--- src/hdl/fbc_pkg.sv ---
// Shared definitions for the foreground bounding-box crop core.
// Register indexes, fixed field widths, reset values and the stage control struct.
// No dependencies.
`timescale 1ns / 1ps
`default_nettype none

package fbc_pkg;

	localparam int DEF_COORD_BITS = 12;
	localparam int DEF_PIXEL_BITS = 16;

	// Q8.8 margin factor
	localparam int MARGIN_BITS = 16;
	localparam int MARGIN_FRAC = 8;
	localparam logic [MARGIN_BITS-1:0] MARGIN_RESET = 16'd256;

	// Configuration register indexes
	localparam int CFG_IDX_BITS = 3;
	localparam logic [CFG_IDX_BITS-1:0] CFG_BACKGROUND = 3'd0;
	localparam logic [CFG_IDX_BITS-1:0] CFG_MARGIN     = 3'd1;
	localparam logic [CFG_IDX_BITS-1:0] CFG_DIM_X      = 3'd2;
	localparam logic [CFG_IDX_BITS-1:0] CFG_DIM_Y      = 3'd3;
	localparam logic [CFG_IDX_BITS-1:0] CFG_DIM_Z      = 3'd4;

	// Write data is as wide as the widest register.
	function automatic int cfg_w(input int pixel_bits, input int coord_bits);
		int w;
		w = MARGIN_BITS;
		if (pixel_bits > w) w = pixel_bits;
		if (coord_bits + 1 > w) w = coord_bits + 1;
		return w;
	endfunction

	// Controls from the pipeline sequencer to the accumulator
	typedef struct packed {
		logic load_s1;  // take a voxel into the input register
		logic step_s1;  // fold the input register into the running box, or clear it after a last voxel
		logic load_s2;  // hand the finished box on
	} acc_ctl_t;

endpackage

`default_nettype wire

--- src/hdl/foreground_bounding_box_crop_core.sv ---
// Top level of the foreground bounding-box crop core: stage sequencing and wiring.
// Depends on fbc_pkg, fbc_cfg, fbc_accum and fbc_axis.
//
//   channel  | direction | handshake          | payload
//   ---------+-----------+--------------------+----------------------------------------
//   voxel in | input     | in_valid/in_stall  | voxel_value, pos_x/y/z, last_voxel
//   crop out | output    | out_valid/out_stall| start_*, extent_*, upper_crop_*, empty
//   config   | input     | cfg_we             | cfg_idx, cfg_wdata (no read-back)
//
// One voxel transfer per cycle while in_stall is low. An ordinary voxel passes
// the input register and folds into the running box in the next cycle; only the
// voxel marked last goes on through three more registers (box, scaled size, box
// ends) to the output register, and a stall can hold it in any of them.
// Reset clears all valid bits, loads the default registers and empties the box.
// A stalled result holds in the output register while ordinary voxels keep
// flowing; in_stall rises only when a last voxel cannot move into a full tail.
`timescale 1ns / 1ps
`default_nettype none

module foreground_bounding_box_crop_core #(
	parameter int COORD_BITS = fbc_pkg::DEF_COORD_BITS,
	parameter int PIXEL_BITS = fbc_pkg::DEF_PIXEL_BITS
) (
	input  wire logic                                 clk,
	input  wire logic                                 arst_n,

	input  wire logic                                 cfg_we,
	input  wire logic [fbc_pkg::CFG_IDX_BITS-1:0]     cfg_idx,
	input  wire logic [fbc_pkg::cfg_w(PIXEL_BITS, COORD_BITS)-1:0] cfg_wdata,

	input  wire logic                                 in_valid,
	output logic                                      in_stall,
	input  wire logic [PIXEL_BITS-1:0]                voxel_value,
	input  wire logic [COORD_BITS-1:0]                pos_x,
	input  wire logic [COORD_BITS-1:0]                pos_y,
	input  wire logic [COORD_BITS-1:0]                pos_z,
	input  wire logic                                 last_voxel,

	output logic                                      out_valid,
	input  wire logic                                 out_stall,
	output logic      [COORD_BITS-1:0]                start_x,
	output logic      [COORD_BITS-1:0]                start_y,
	output logic      [COORD_BITS-1:0]                start_z,
	output logic      [COORD_BITS:0]                  extent_x,
	output logic      [COORD_BITS:0]                  extent_y,
	output logic      [COORD_BITS:0]                  extent_z,
	output logic      [COORD_BITS:0]                  upper_crop_x,
	output logic      [COORD_BITS:0]                  upper_crop_y,
	output logic      [COORD_BITS:0]                  upper_crop_z,
	output logic                                      empty_flag
);
	import fbc_pkg::*;

	// Configuration
	logic [PIXEL_BITS-1:0]  bg;
	logic [MARGIN_BITS-1:0] margin;
	logic [COORD_BITS:0]    dim_x, dim_y, dim_z;

	// Stage occupancy
	logic valid_s1, valid_s2, valid_s3, valid_s4, out_valid_q;
	logic last_s1;
	logic seen_s2, seen_s3, seen_s4;
	logic empty_q;

	// Advance and free terms, from the output back to the input
	logic out_free, s4_go, s4_free, s3_go, s3_free, s2_go, s2_free, s1_go, s1_free;
	logic accept;
	acc_ctl_t acc_ctl;

	logic [COORD_BITS:0]   min_x_s2, min_y_s2, min_z_s2;
	logic [COORD_BITS-1:0] max_x_s2, max_y_s2, max_z_s2;

	always_comb begin
		out_free = !out_valid_q || !out_stall;
		s4_go    = valid_s4 && out_free;
		s4_free  = !valid_s4 || out_free;
		s3_go    = valid_s3 && s4_free;
		s3_free  = !valid_s3 || s4_free;
		s2_go    = valid_s2 && s3_free;
		s2_free  = !valid_s2 || s3_free;
		// Ordinary voxels retire into the box at once; a last voxel needs room behind.
		s1_go    = valid_s1 && (!last_s1 || s2_free);
		s1_free  = !valid_s1 || s1_go;
		accept   = in_valid && s1_free;

		acc_ctl.load_s1 = accept;
		acc_ctl.step_s1 = s1_go;
		acc_ctl.load_s2 = s1_go && last_s1;
	end

	assign in_stall = !s1_free;

	always_ff @(posedge clk or negedge arst_n) begin
		if (!arst_n) begin
			valid_s1    <= 1'b0;
			valid_s2    <= 1'b0;
			valid_s3    <= 1'b0;
			valid_s4    <= 1'b0;
			out_valid_q <= 1'b0;
		end else begin
			valid_s1    <= accept || (valid_s1 && !s1_go);
			valid_s2    <= acc_ctl.load_s2 || (valid_s2 && !s2_go);
			valid_s3    <= s2_go || (valid_s3 && !s3_go);
			valid_s4    <= s3_go || (valid_s4 && !s4_go);
			out_valid_q <= s4_go || (out_valid_q && out_stall);
		end
	end

	// Foreground-seen flag rides along with the box.
	always_ff @(posedge clk) begin
		if (s2_go) begin
			seen_s3 <= seen_s2;
		end
		if (s3_go) begin
			seen_s4 <= seen_s3;
		end
		if (s4_go) begin
			empty_q <= !seen_s4;
		end
	end

	fbc_cfg #(
		.COORD_BITS (COORD_BITS),
		.PIXEL_BITS (PIXEL_BITS)
	) u_cfg (
		.clk       (clk),
		.arst_n    (arst_n),
		.cfg_we    (cfg_we),
		.cfg_idx   (cfg_idx),
		.cfg_wdata (cfg_wdata),
		.bg        (bg),
		.margin    (margin),
		.dim_x     (dim_x),
		.dim_y     (dim_y),
		.dim_z     (dim_z)
	);

	fbc_accum #(
		.COORD_BITS (COORD_BITS),
		.PIXEL_BITS (PIXEL_BITS)
	) u_accum (
		.clk         (clk),
		.arst_n      (arst_n),
		.ctl         (acc_ctl),
		.voxel_value (voxel_value),
		.pos_x       (pos_x),
		.pos_y       (pos_y),
		.pos_z       (pos_z),
		.last_voxel  (last_voxel),
		.bg          (bg),
		.dim_x       (dim_x),
		.dim_y       (dim_y),
		.dim_z       (dim_z),
		.last_s1     (last_s1),
		.min_x_s2    (min_x_s2),
		.min_y_s2    (min_y_s2),
		.min_z_s2    (min_z_s2),
		.max_x_s2    (max_x_s2),
		.max_y_s2    (max_y_s2),
		.max_z_s2    (max_z_s2),
		.seen_s2     (seen_s2)
	);

	fbc_axis #(.COORD_BITS(COORD_BITS)) u_axis_x (
		.clk     (clk),
		.en_s3   (s2_go),
		.en_s4   (s3_go),
		.en_out  (s4_go),
		.fg_seen (seen_s4),
		.mn      (min_x_s2),
		.mx      (max_x_s2),
		.margin  (margin),
		.dim     (dim_x),
		.start   (start_x),
		.extent  (extent_x),
		.upper   (upper_crop_x)
	);

	fbc_axis #(.COORD_BITS(COORD_BITS)) u_axis_y (
		.clk     (clk),
		.en_s3   (s2_go),
		.en_s4   (s3_go),
		.en_out  (s4_go),
		.fg_seen (seen_s4),
		.mn      (min_y_s2),
		.mx      (max_y_s2),
		.margin  (margin),
		.dim     (dim_y),
		.start   (start_y),
		.extent  (extent_y),
		.upper   (upper_crop_y)
	);

	fbc_axis #(.COORD_BITS(COORD_BITS)) u_axis_z (
		.clk     (clk),
		.en_s3   (s2_go),
		.en_s4   (s3_go),
		.en_out  (s4_go),
		.fg_seen (seen_s4),
		.mn      (min_z_s2),
		.mx      (max_z_s2),
		.margin  (margin),
		.dim     (dim_z),
		.start   (start_z),
		.extent  (extent_z),
		.upper   (upper_crop_z)
	);

	assign out_valid  = out_valid_q;
	assign empty_flag = empty_q;

endmodule

`default_nettype wire

--- src/hdl/fbc_cfg.sv ---
// Configuration registers of the foreground bounding-box crop core.
// Depends on fbc_pkg for register indexes and reset values.
`timescale 1ns / 1ps
`default_nettype none

module fbc_cfg #(
	parameter int COORD_BITS = fbc_pkg::DEF_COORD_BITS,
	parameter int PIXEL_BITS = fbc_pkg::DEF_PIXEL_BITS
) (
	input  wire logic                                 clk,
	input  wire logic                                 arst_n,
	input  wire logic                                 cfg_we,
	input  wire logic [fbc_pkg::CFG_IDX_BITS-1:0]     cfg_idx,
	input  wire logic [fbc_pkg::cfg_w(PIXEL_BITS, COORD_BITS)-1:0] cfg_wdata,
	output logic      [PIXEL_BITS-1:0]                bg,
	output logic      [fbc_pkg::MARGIN_BITS-1:0]      margin,
	output logic      [COORD_BITS:0]                  dim_x,
	output logic      [COORD_BITS:0]                  dim_y,
	output logic      [COORD_BITS:0]                  dim_z
);
	import fbc_pkg::*;

	localparam logic [COORD_BITS:0] DIM_RESET = {1'b1, {COORD_BITS{1'b0}}};

	logic [PIXEL_BITS-1:0]  bg_q;
	logic [MARGIN_BITS-1:0] margin_q;
	logic [COORD_BITS:0]    dim_x_q, dim_y_q, dim_z_q;

	always_ff @(posedge clk or negedge arst_n) begin
		if (!arst_n) begin
			bg_q     <= '0;
			margin_q <= MARGIN_RESET;
			dim_x_q  <= DIM_RESET;
			dim_y_q  <= DIM_RESET;
			dim_z_q  <= DIM_RESET;
		end else if (cfg_we) begin
			case (cfg_idx)
				CFG_BACKGROUND: bg_q     <= cfg_wdata[PIXEL_BITS-1:0];
				CFG_MARGIN:     margin_q <= cfg_wdata[MARGIN_BITS-1:0];
				CFG_DIM_X:      dim_x_q  <= cfg_wdata[COORD_BITS:0];
				CFG_DIM_Y:      dim_y_q  <= cfg_wdata[COORD_BITS:0];
				CFG_DIM_Z:      dim_z_q  <= cfg_wdata[COORD_BITS:0];
				default: begin
				end
			endcase
		end
	end

	assign bg     = bg_q;
	assign margin = margin_q;
	assign dim_x  = dim_x_q;
	assign dim_y  = dim_y_q;
	assign dim_z  = dim_z_q;

endmodule

`default_nettype wire

--- src/hdl/fbc_accum.sv ---
// Input register and running foreground box of the bounding-box crop core.
// Depends on fbc_pkg for the control struct.
`timescale 1ns / 1ps
`default_nettype none

module fbc_accum #(
	parameter int COORD_BITS = fbc_pkg::DEF_COORD_BITS,
	parameter int PIXEL_BITS = fbc_pkg::DEF_PIXEL_BITS
) (
	input  wire logic                    clk,
	input  wire logic                    arst_n,
	input  wire fbc_pkg::acc_ctl_t       ctl,
	input  wire logic [PIXEL_BITS-1:0]   voxel_value,
	input  wire logic [COORD_BITS-1:0]   pos_x,
	input  wire logic [COORD_BITS-1:0]   pos_y,
	input  wire logic [COORD_BITS-1:0]   pos_z,
	input  wire logic                    last_voxel,
	input  wire logic [PIXEL_BITS-1:0]   bg,
	input  wire logic [COORD_BITS:0]     dim_x,
	input  wire logic [COORD_BITS:0]     dim_y,
	input  wire logic [COORD_BITS:0]     dim_z,
	output logic                         last_s1,
	output logic [COORD_BITS:0]          min_x_s2,
	output logic [COORD_BITS:0]          min_y_s2,
	output logic [COORD_BITS:0]          min_z_s2,
	output logic [COORD_BITS-1:0]        max_x_s2,
	output logic [COORD_BITS-1:0]        max_y_s2,
	output logic [COORD_BITS-1:0]        max_z_s2,
	output logic                         seen_s2
);
	import fbc_pkg::*;

	localparam logic [COORD_BITS:0] DIM_RESET = {1'b1, {COORD_BITS{1'b0}}};

	logic [PIXEL_BITS-1:0] value_s1;
	logic [COORD_BITS-1:0] px_s1, py_s1, pz_s1;

	logic [COORD_BITS:0]   min_x_q, min_y_q, min_z_q;
	logic [COORD_BITS-1:0] max_x_q, max_y_q, max_z_q;
	logic                  seen_q;

	logic                  fg;
	logic [COORD_BITS:0]   nmin_x, nmin_y, nmin_z;
	logic [COORD_BITS-1:0] nmax_x, nmax_y, nmax_z;

	always_ff @(posedge clk) begin
		if (ctl.load_s1) begin
			value_s1 <= voxel_value;
			px_s1    <= pos_x;
			py_s1    <= pos_y;
			pz_s1    <= pos_z;
		end
	end

	always_ff @(posedge clk or negedge arst_n) begin
		if (!arst_n) begin
			last_s1 <= 1'b0;
		end else if (ctl.load_s1) begin
			last_s1 <= last_voxel;
		end
	end

	// Widen the box by the voxel in the input register.
	always_comb begin
		fg     = (value_s1 != bg);
		nmin_x = (fg && ({1'b0, px_s1} < min_x_q)) ? {1'b0, px_s1} : min_x_q;
		nmin_y = (fg && ({1'b0, py_s1} < min_y_q)) ? {1'b0, py_s1} : min_y_q;
		nmin_z = (fg && ({1'b0, pz_s1} < min_z_q)) ? {1'b0, pz_s1} : min_z_q;
		nmax_x = (fg && (px_s1 > max_x_q)) ? px_s1 : max_x_q;
		nmax_y = (fg && (py_s1 > max_y_q)) ? py_s1 : max_y_q;
		nmax_z = (fg && (pz_s1 > max_z_q)) ? pz_s1 : max_z_q;
	end

	always_ff @(posedge clk or negedge arst_n) begin
		if (!arst_n) begin
			min_x_q <= DIM_RESET;
			min_y_q <= DIM_RESET;
			min_z_q <= DIM_RESET;
			max_x_q <= '0;
			max_y_q <= '0;
			max_z_q <= '0;
			seen_q  <= 1'b0;
		end else if (ctl.step_s1) begin
			if (last_s1) begin
				min_x_q <= dim_x;
				min_y_q <= dim_y;
				min_z_q <= dim_z;
				max_x_q <= '0;
				max_y_q <= '0;
				max_z_q <= '0;
				seen_q  <= 1'b0;
			end else begin
				min_x_q <= nmin_x;
				min_y_q <= nmin_y;
				min_z_q <= nmin_z;
				max_x_q <= nmax_x;
				max_y_q <= nmax_y;
				max_z_q <= nmax_z;
				seen_q  <= seen_q | fg;
			end
		end
	end

	always_ff @(posedge clk) begin
		if (ctl.load_s2) begin
			min_x_s2 <= nmin_x;
			min_y_s2 <= nmin_y;
			min_z_s2 <= nmin_z;
			max_x_s2 <= nmax_x;
			max_y_s2 <= nmax_y;
			max_z_s2 <= nmax_z;
			seen_s2  <= seen_q | fg;
		end
	end

endmodule

`default_nettype wire

--- src/hdl/fbc_axis.sv ---
// One axis of the crop result: margin scaling, centering and clipping.
// Three register levels: scaled size, box ends, output. Depends on fbc_pkg.
`timescale 1ns / 1ps
`default_nettype none

module fbc_axis #(
	parameter int COORD_BITS = fbc_pkg::DEF_COORD_BITS
) (
	input  wire logic                           clk,
	input  wire logic                           en_s3,
	input  wire logic                           en_s4,
	input  wire logic                           en_out,
	input  wire logic                           fg_seen,
	input  wire logic [COORD_BITS:0]            mn,
	input  wire logic [COORD_BITS-1:0]          mx,
	input  wire logic [fbc_pkg::MARGIN_BITS-1:0] margin,
	input  wire logic [COORD_BITS:0]            dim,
	output logic      [COORD_BITS-1:0]          start,
	output logic      [COORD_BITS:0]            extent,
	output logic      [COORD_BITS:0]            upper
);
	import fbc_pkg::*;

	localparam int EW = COORD_BITS + 3;                       // raw extent, signed
	localparam int PW = COORD_BITS + 1 + MARGIN_BITS;         // product
	localparam int ZW = PW - MARGIN_FRAC;                     // scaled size
	localparam int SW = COORD_BITS + 12;                      // box arithmetic, signed
	localparam logic signed [EW-1:0] EXT_ONE = EW'(1);
	localparam logic signed [SW-1:0] S_ONE   = SW'(1);
	localparam logic [COORD_BITS:0]  DIM_MAX = {1'b1, {COORD_BITS{1'b0}}};
	localparam logic [COORD_BITS:0]  DIM_MIN = (COORD_BITS+1)'(1);

	logic signed [EW-1:0]   ext_raw;
	logic [COORD_BITS:0]    ext_c;
	logic [PW-1:0]          prod;

	logic [ZW-1:0]          size_s3;
	logic [COORD_BITS:0]    ext_s3;
	logic [COORD_BITS:0]    mn_s3;

	logic signed [SW-1:0]   size_w, diff, half, first_n, hi_n;
	logic signed [SW-1:0]   first_s4, hi_s4;

	logic [COORD_BITS:0]    dim_eff;
	logic signed [SW-1:0]   dim_w, lo, hic, ext_d, up_d;
	logic                   miss;

	// Inclusive extent, at least one, times the margin factor.
	always_comb begin
		ext_raw = $signed({3'b000, mx}) - $signed({2'b00, mn}) + EXT_ONE;
		ext_c   = (ext_raw < EXT_ONE) ? DIM_MIN : ext_raw[COORD_BITS:0];
		prod    = PW'(ext_c) * PW'(margin);
	end

	always_ff @(posedge clk) begin
		if (en_s3) begin
			size_s3 <= prod[PW-1:MARGIN_FRAC];
			ext_s3  <= ext_c;
			mn_s3   <= mn;
		end
	end

	// Center the scaled box; halve the growth toward zero.
	always_comb begin
		size_w  = $signed(SW'(size_s3));
		diff    = size_w - $signed(SW'(ext_s3));
		half    = diff[SW-1] ? ((diff + S_ONE) >>> 1) : (diff >>> 1);
		first_n = $signed(SW'(mn_s3)) - half;
		hi_n    = first_n + size_w;
	end

	always_ff @(posedge clk) begin
		if (en_s4) begin
			first_s4 <= first_n;
			hi_s4    <= hi_n;
		end
	end

	// Clip to [0, dim), with dim limited to the range 1 to 2**COORD_BITS.
	always_comb begin
		if (dim == '0) begin
			dim_eff = DIM_MIN;
		end else if (dim > DIM_MAX) begin
			dim_eff = DIM_MAX;
		end else begin
			dim_eff = dim;
		end
		dim_w = $signed(SW'(dim_eff));
		lo    = first_s4[SW-1] ? '0 : first_s4;
		hic   = (hi_s4 > dim_w) ? dim_w : hi_s4;
		miss  = (hic <= lo);
		ext_d = hic - lo;
		up_d  = dim_w - hic;
	end

	always_ff @(posedge clk) begin
		if (en_out) begin
			if (!fg_seen) begin
				start  <= '0;
				extent <= '0;
				upper  <= '0;
			end else if (miss) begin
				start  <= '0;
				extent <= '0;
				upper  <= dim_eff;
			end else begin
				start  <= lo[COORD_BITS-1:0];
				extent <= ext_d[COORD_BITS:0];
				upper  <= up_d[COORD_BITS:0];
			end
		end
	end

endmodule

`default_nettype wire

--- config.mk ---
export PLATFORM = sky130hd
export DESIGN_NAME = foreground_bounding_box_crop_core
export DESIGN_NICKNAME = d
export VERILOG_FILES = /design/src/hdl/fbc_pkg.sv /design/src/hdl/foreground_bounding_box_crop_core.sv /design/src/hdl/fbc_cfg.sv /design/src/hdl/fbc_accum.sv /design/src/hdl/fbc_axis.sv
export SDC_FILE = /design/constraint.sdc
export NUM_CORES = 2
export LEC_CHECK = 0
export BUFFER_PORTS_ARGS = -buffer_cell sky130_fd_sc_hd__clkbuf_2
export CAP_MARGIN = 20
export CELL_PAD_IN_SITES_DETAIL_PLACEMENT = 0
export CELL_PAD_IN_SITES_GLOBAL_PLACEMENT = 1
export CORE_MARGIN = 2
export CORE_UTILIZATION = 46
export DETAILED_ROUTE_END_ITERATION = 10
export PLACE_DENSITY = 0.86
export RECOVER_POWER = 25
export SYNTH_ARGS = -nofsm -noshare
export SYNTH_HDL_FRONTEND = slang
export SYNTH_SLANG_ARGS = --single-unit
--- constraint.sdc ---
create_clock -name clk -period 9.85 [get_ports clk]
set_input_delay 1.4775 -clock clk [delete_from_list [all_inputs] [get_ports clk]]
set_output_delay 1.4775 -clock clk [all_outputs]
set_load 0.05 [all_outputs]
==> summary.txt <==
Floorplanning
  • Initial Utilization: 46.2%
  • Die area: 141000 µm²
  • # IOs: 194
  • Die H: 375 µm
  • Num rows: 136
  • Die X: 375 µm
  • Core area: 137000 µm²

Setup path
  • Slowest CP cell: fa_1
  • Setup Crit Path Kind: reg2reg
  • Critical Path RT: 10.30 ns
  • Worst setup SP type: register
  • Reg2reg setup slack: 0.58 ns
  • CP peak stage delay: 0.54 ns
  • R2R cell count: 32
  • Crit path DAT: 9.72 ns
  • CP Capture Type: register
  • Most frequent CP cell: fa_1
  • CP top delay family: compound AO/OA/AOI/OAI gates
  • Reg2reg end: u_axis_y.size_s3[19]$_DFFE_PP_
  • RR Startpoint: u_accum.min_y_s2[1]$_DFFE_PP_
  • Crit-path max FO: 13
  • Buffers & Inverters on Critical Path: 6

Clock tree
  • CTS tree: yes
  • Root buf cell: clkbuf_16
  • CTS H-tree lvls: 3
  • # clock sinks: 683
  • Worst-Skew Late Latency: 0.72 ns
  • Num CTS Buffers: 79
  • Reg clk slew, reported paths: 0.07 ns
  • Post-CTS Hold Fix Bufs: 0
  • Worst-case clock buffer depth: 3

Route
  • Routed wire length per instance: 18.8 µm
  • Detailed Route WL: 162000 µm
  • Via count: 47264
  • DRC: 0
  • Initial DRT Pass Iterations: 5
  • Post-route ant nets: 0
  • Iter 0 DRT Violations: 3261
  • Drt via density: 5.50

Timing
  • # setup viols final: 0
  • Final Slew Violations: 273
  • Slew margin rel.: -265%
  • Final hold viol count: 0
  • Tcrit/Tclk final: 94.2%
  • Clock Skew: 0.0489 ns
  • Min Clock Period, post-route: 9.27 ns
  • Max Fclk: 0.108 GHz
  • RSZ-0062 raised after global routing: no
  • Setup TNS Final: 0 ns
  • Worst-Margin Slew: 5.47 ns

Global route
  • Pin count of the biggest net entering global routing: 143
  • Initial antenna violation count: 7
  • Vias in the first global route: 47561
  • Grt ovf: 0
  • Global-route wire length before repair: 257000 µm
  • GRT Overall Usage: 22.9%

Min path
  • Worst hold start: u_accum.seen_s2$_DFFE_PP_
  • Worst Hold End: seen_s3$_DFFE_PP_
  • Worst Hold Depth: 0
  • Class of the worst hold path: reg2reg

Final layout
  • Layout net count: 7884
  • Share of cells above drive strength 1: 9.22%
  • Area Overhead vs Synth: 9.33%

Placement
  • Routability Congestion: 0.905
  • DP HPWL: 124000 µm
  • I/O Buffers: 193

Yosys
  • Synth cell types: 91
  • Flops & latches, synth: 683
  • Post-synthesis sequential area ratio: 31.2%
  • Dominant cells by area after synthesis: edfxtp_1 25%, fa_1 15%, ha_1 12%, dfrtp_1 5.8%, inv_1 5.8%
  • Mapped Cells: 6563
  • Post-synthesis cell area: 63400 µm²
  • Syn Area/Cell: 9.66 µm²
  • Mapped Nets: 7723
  • Post-synth EDFFs: 530
  • Asr flop ratio synth: 22.4%
  • Synthesis Warnings: 0
  • Yosys top cell area share: 25.1%
  • Post-synth top flop: edfxtp_1
  • Largest area contributor in the netlist: edfxtp_1

Outcome
  • Failing checks: capacitance limit, slew limit
  • Status: finished with violations

Job
  • Max-cap violation count: 5
## synth_stat cells (136+ instances only)
cell and instances:
a21o_1 136, a21oi_1 246, and2_1 316, clkbuf_1 198, dfrtp_1 146, edfxtp_1 530
fa_1 477, ha_1 606, inv_1 971, mux2_2 156, nand2_1 593, nor2_1 405
o21ai_0 231, xnor2_1 219
## cells by family (layout without fill, tap and decap cells)
| logic type | Yosys count | after routing | share of synthesized area [%] |
|---|---|---|---|
| mux | 178 | 178 | 3.12 |
| xor+xnor | 324 | 324 | 4.48 |
| simple gates | 2076 | 2076 | 16.6 |
| flops | 683 | 683 | 31.2 |
| compound gates | 1034 | 1034 | 10.5 |
| other cells | 0 | 10 | 0 |
| buf+inv | 1185 | 1413 | 7.05 |
| fa+ha+maj | 1083 | 1083 | 27.0 |
## worst max-delay path by stage
stage | start | endpoint | cells past startpoint
final | u_accum.min_y_s2[1]$_DFFE_PP_ | u_axis_y.size_s3[19]$_DFFE_PP_ | 32
after global routing | u_accum.min_x_s2[0]$_DFFE_PP_ | u_axis_x.size_s3[14]$_DFFE_PP_ | 36
after CTS | u_accum.min_z_s2[0]$_DFFE_PP_ | u_axis_z.size_s3[14]$_DFFE_PP_ | 34
after detailed placement | u_accum.min_z_s2[0]$_DFFE_PP_ | u_axis_z.size_s3[14]$_DFFE_PP_ | 34
after global placement | u_accum.min_z_s2[0]$_DFFE_PP_ | u_axis_z.size_s3[14]$_DFFE_PP_ | 34
after floorplan | u_accum.min_z_s2[0]$_DFFE_PP_ | u_axis_z.size_s3[14]$_DFFE_PP_ | 41
## state kept, by name, summed over array words and instances, names as in the netlist, 21 cells and up
name               flops
u_axis_y.hi_s4        24
u_axis_z.size_s3      21
u_axis_y.first_s4     24
u_axis_x.size_s3      21
u_axis_z.hi_s4        24
u_axis_y.size_s3      21
u_axis_x.hi_s4        24
u_axis_z.first_s4     24
u_axis_x.first_s4     24
## cell usage in the layout, fill, tap and decap left out, types with 20 or more instances in the layout
cell | netlist | routed
xnor2_1 | 219 | 218
nor2_1 | 405 | 399
o21ai_1 | 20 | 20
edfxtp_1 | 530 | 530
and3_1 | 34 | 34
nand2b_1 | 129 | 129
o31a_1 | 22 | 22
a21o_1 | 136 | 136
o21a_1 | 50 | 50
o211ai_1 | 35 | 35
mux2i_1 | 20 | 20
inv_1 | 971 | 971
o21ai_0 | 231 | 231
o21bai_1 | 35 | 34
clkbuf_2 | 0 | 177
nand4_1 | 62 | 62
nor3_1 | 111 | 108
ha_1 | 606 | 606
nand3b_1 | 31 | 31
a21boi_0 | 38 | 37
dfrtp_1 | 146 | 143
buf_4 | 0 | 93
nor4_1 | 40 | 40
nand4b_1 | 32 | 32
nand3_1 | 74 | 74
clkbuf_1 | 198 | 40
and2_1 | 316 | 313
fa_1 | 477 | 477
or2_2 | 23 | 23
nor2b_1 | 126 | 125
a21oi_1 | 246 | 245
or3_1 | 28 | 28
xor2_1 | 105 | 105
nand2_1 | 593 | 592
mux2_2 | 156 | 156
a211oi_1 | 35 | 33
a31oi_1 | 45 | 44
clkbuf_16 | 0 | 82
## timing repair
| action | 4_1_cts | 5_1_grt |
|---|---|---|
| setup endpoints to repair | 0 | 17 |
| buffers inserted | 0 | 1 |
| gates resized for setup | 0 | 16 |
## per-layer routing
layer  share of wire, %  routed length, µm  GRT usage [%]
met4                3.1               5060           7.80
met3                5.6               9010           3.15
met1                 42              68500           29.5
met2                 49              79100           39.6
met5             0.0080                 13              0
## stage by stage
step | worst slack, ns | utilization (%) | hold WS (ns) | std cells | instance area (µm²)
6_report | 0.575 | 50.5 | 0.418 | 8595 | 69300
3_3_place_gp | 0.487 | 48.6 | 0.407 | 8434 | 66600
2_1_floorplan | 0.998 | - | 0.400 | 6563 | 63400
5_1_grt | 0.0169 | 50.5 | 0.424 | 8587 | 69300
4_1_cts | 0.317 | 50.5 | 0.421 | 8582 | 69300
3_5_place_dp | 0.394 | 48.6 | 0.407 | 8434 | 66600
## area by class of cell
class	count	area (µm²)
Fill cell	12496	67900
Multi-Input combinational cell	4695	39300
Sequential cell	683	19800
Inverter	971	3640
Tap cell	1794	2240
Clock buffer	105	2200
Timing Repair Buffer	294	1690
Clock inverter	43	452
Antenna cell	10	25.0
## worst reg2reg max path: cells and delay by family (launching register included)
family                   cells  cell delay (ns)
AO/OA/AOI/OAI               14             3.72
adder cells (fa/ha/maj)      7             3.15
AND/OR/NAND/NOR              5             1.00
buffers and inverters        6             0.67
flip-flops                   1             0.43
Power is left out: the tool's default activity adds up to more than one toggle a clock period on the data nets, which glitch-free logic cannot reach.
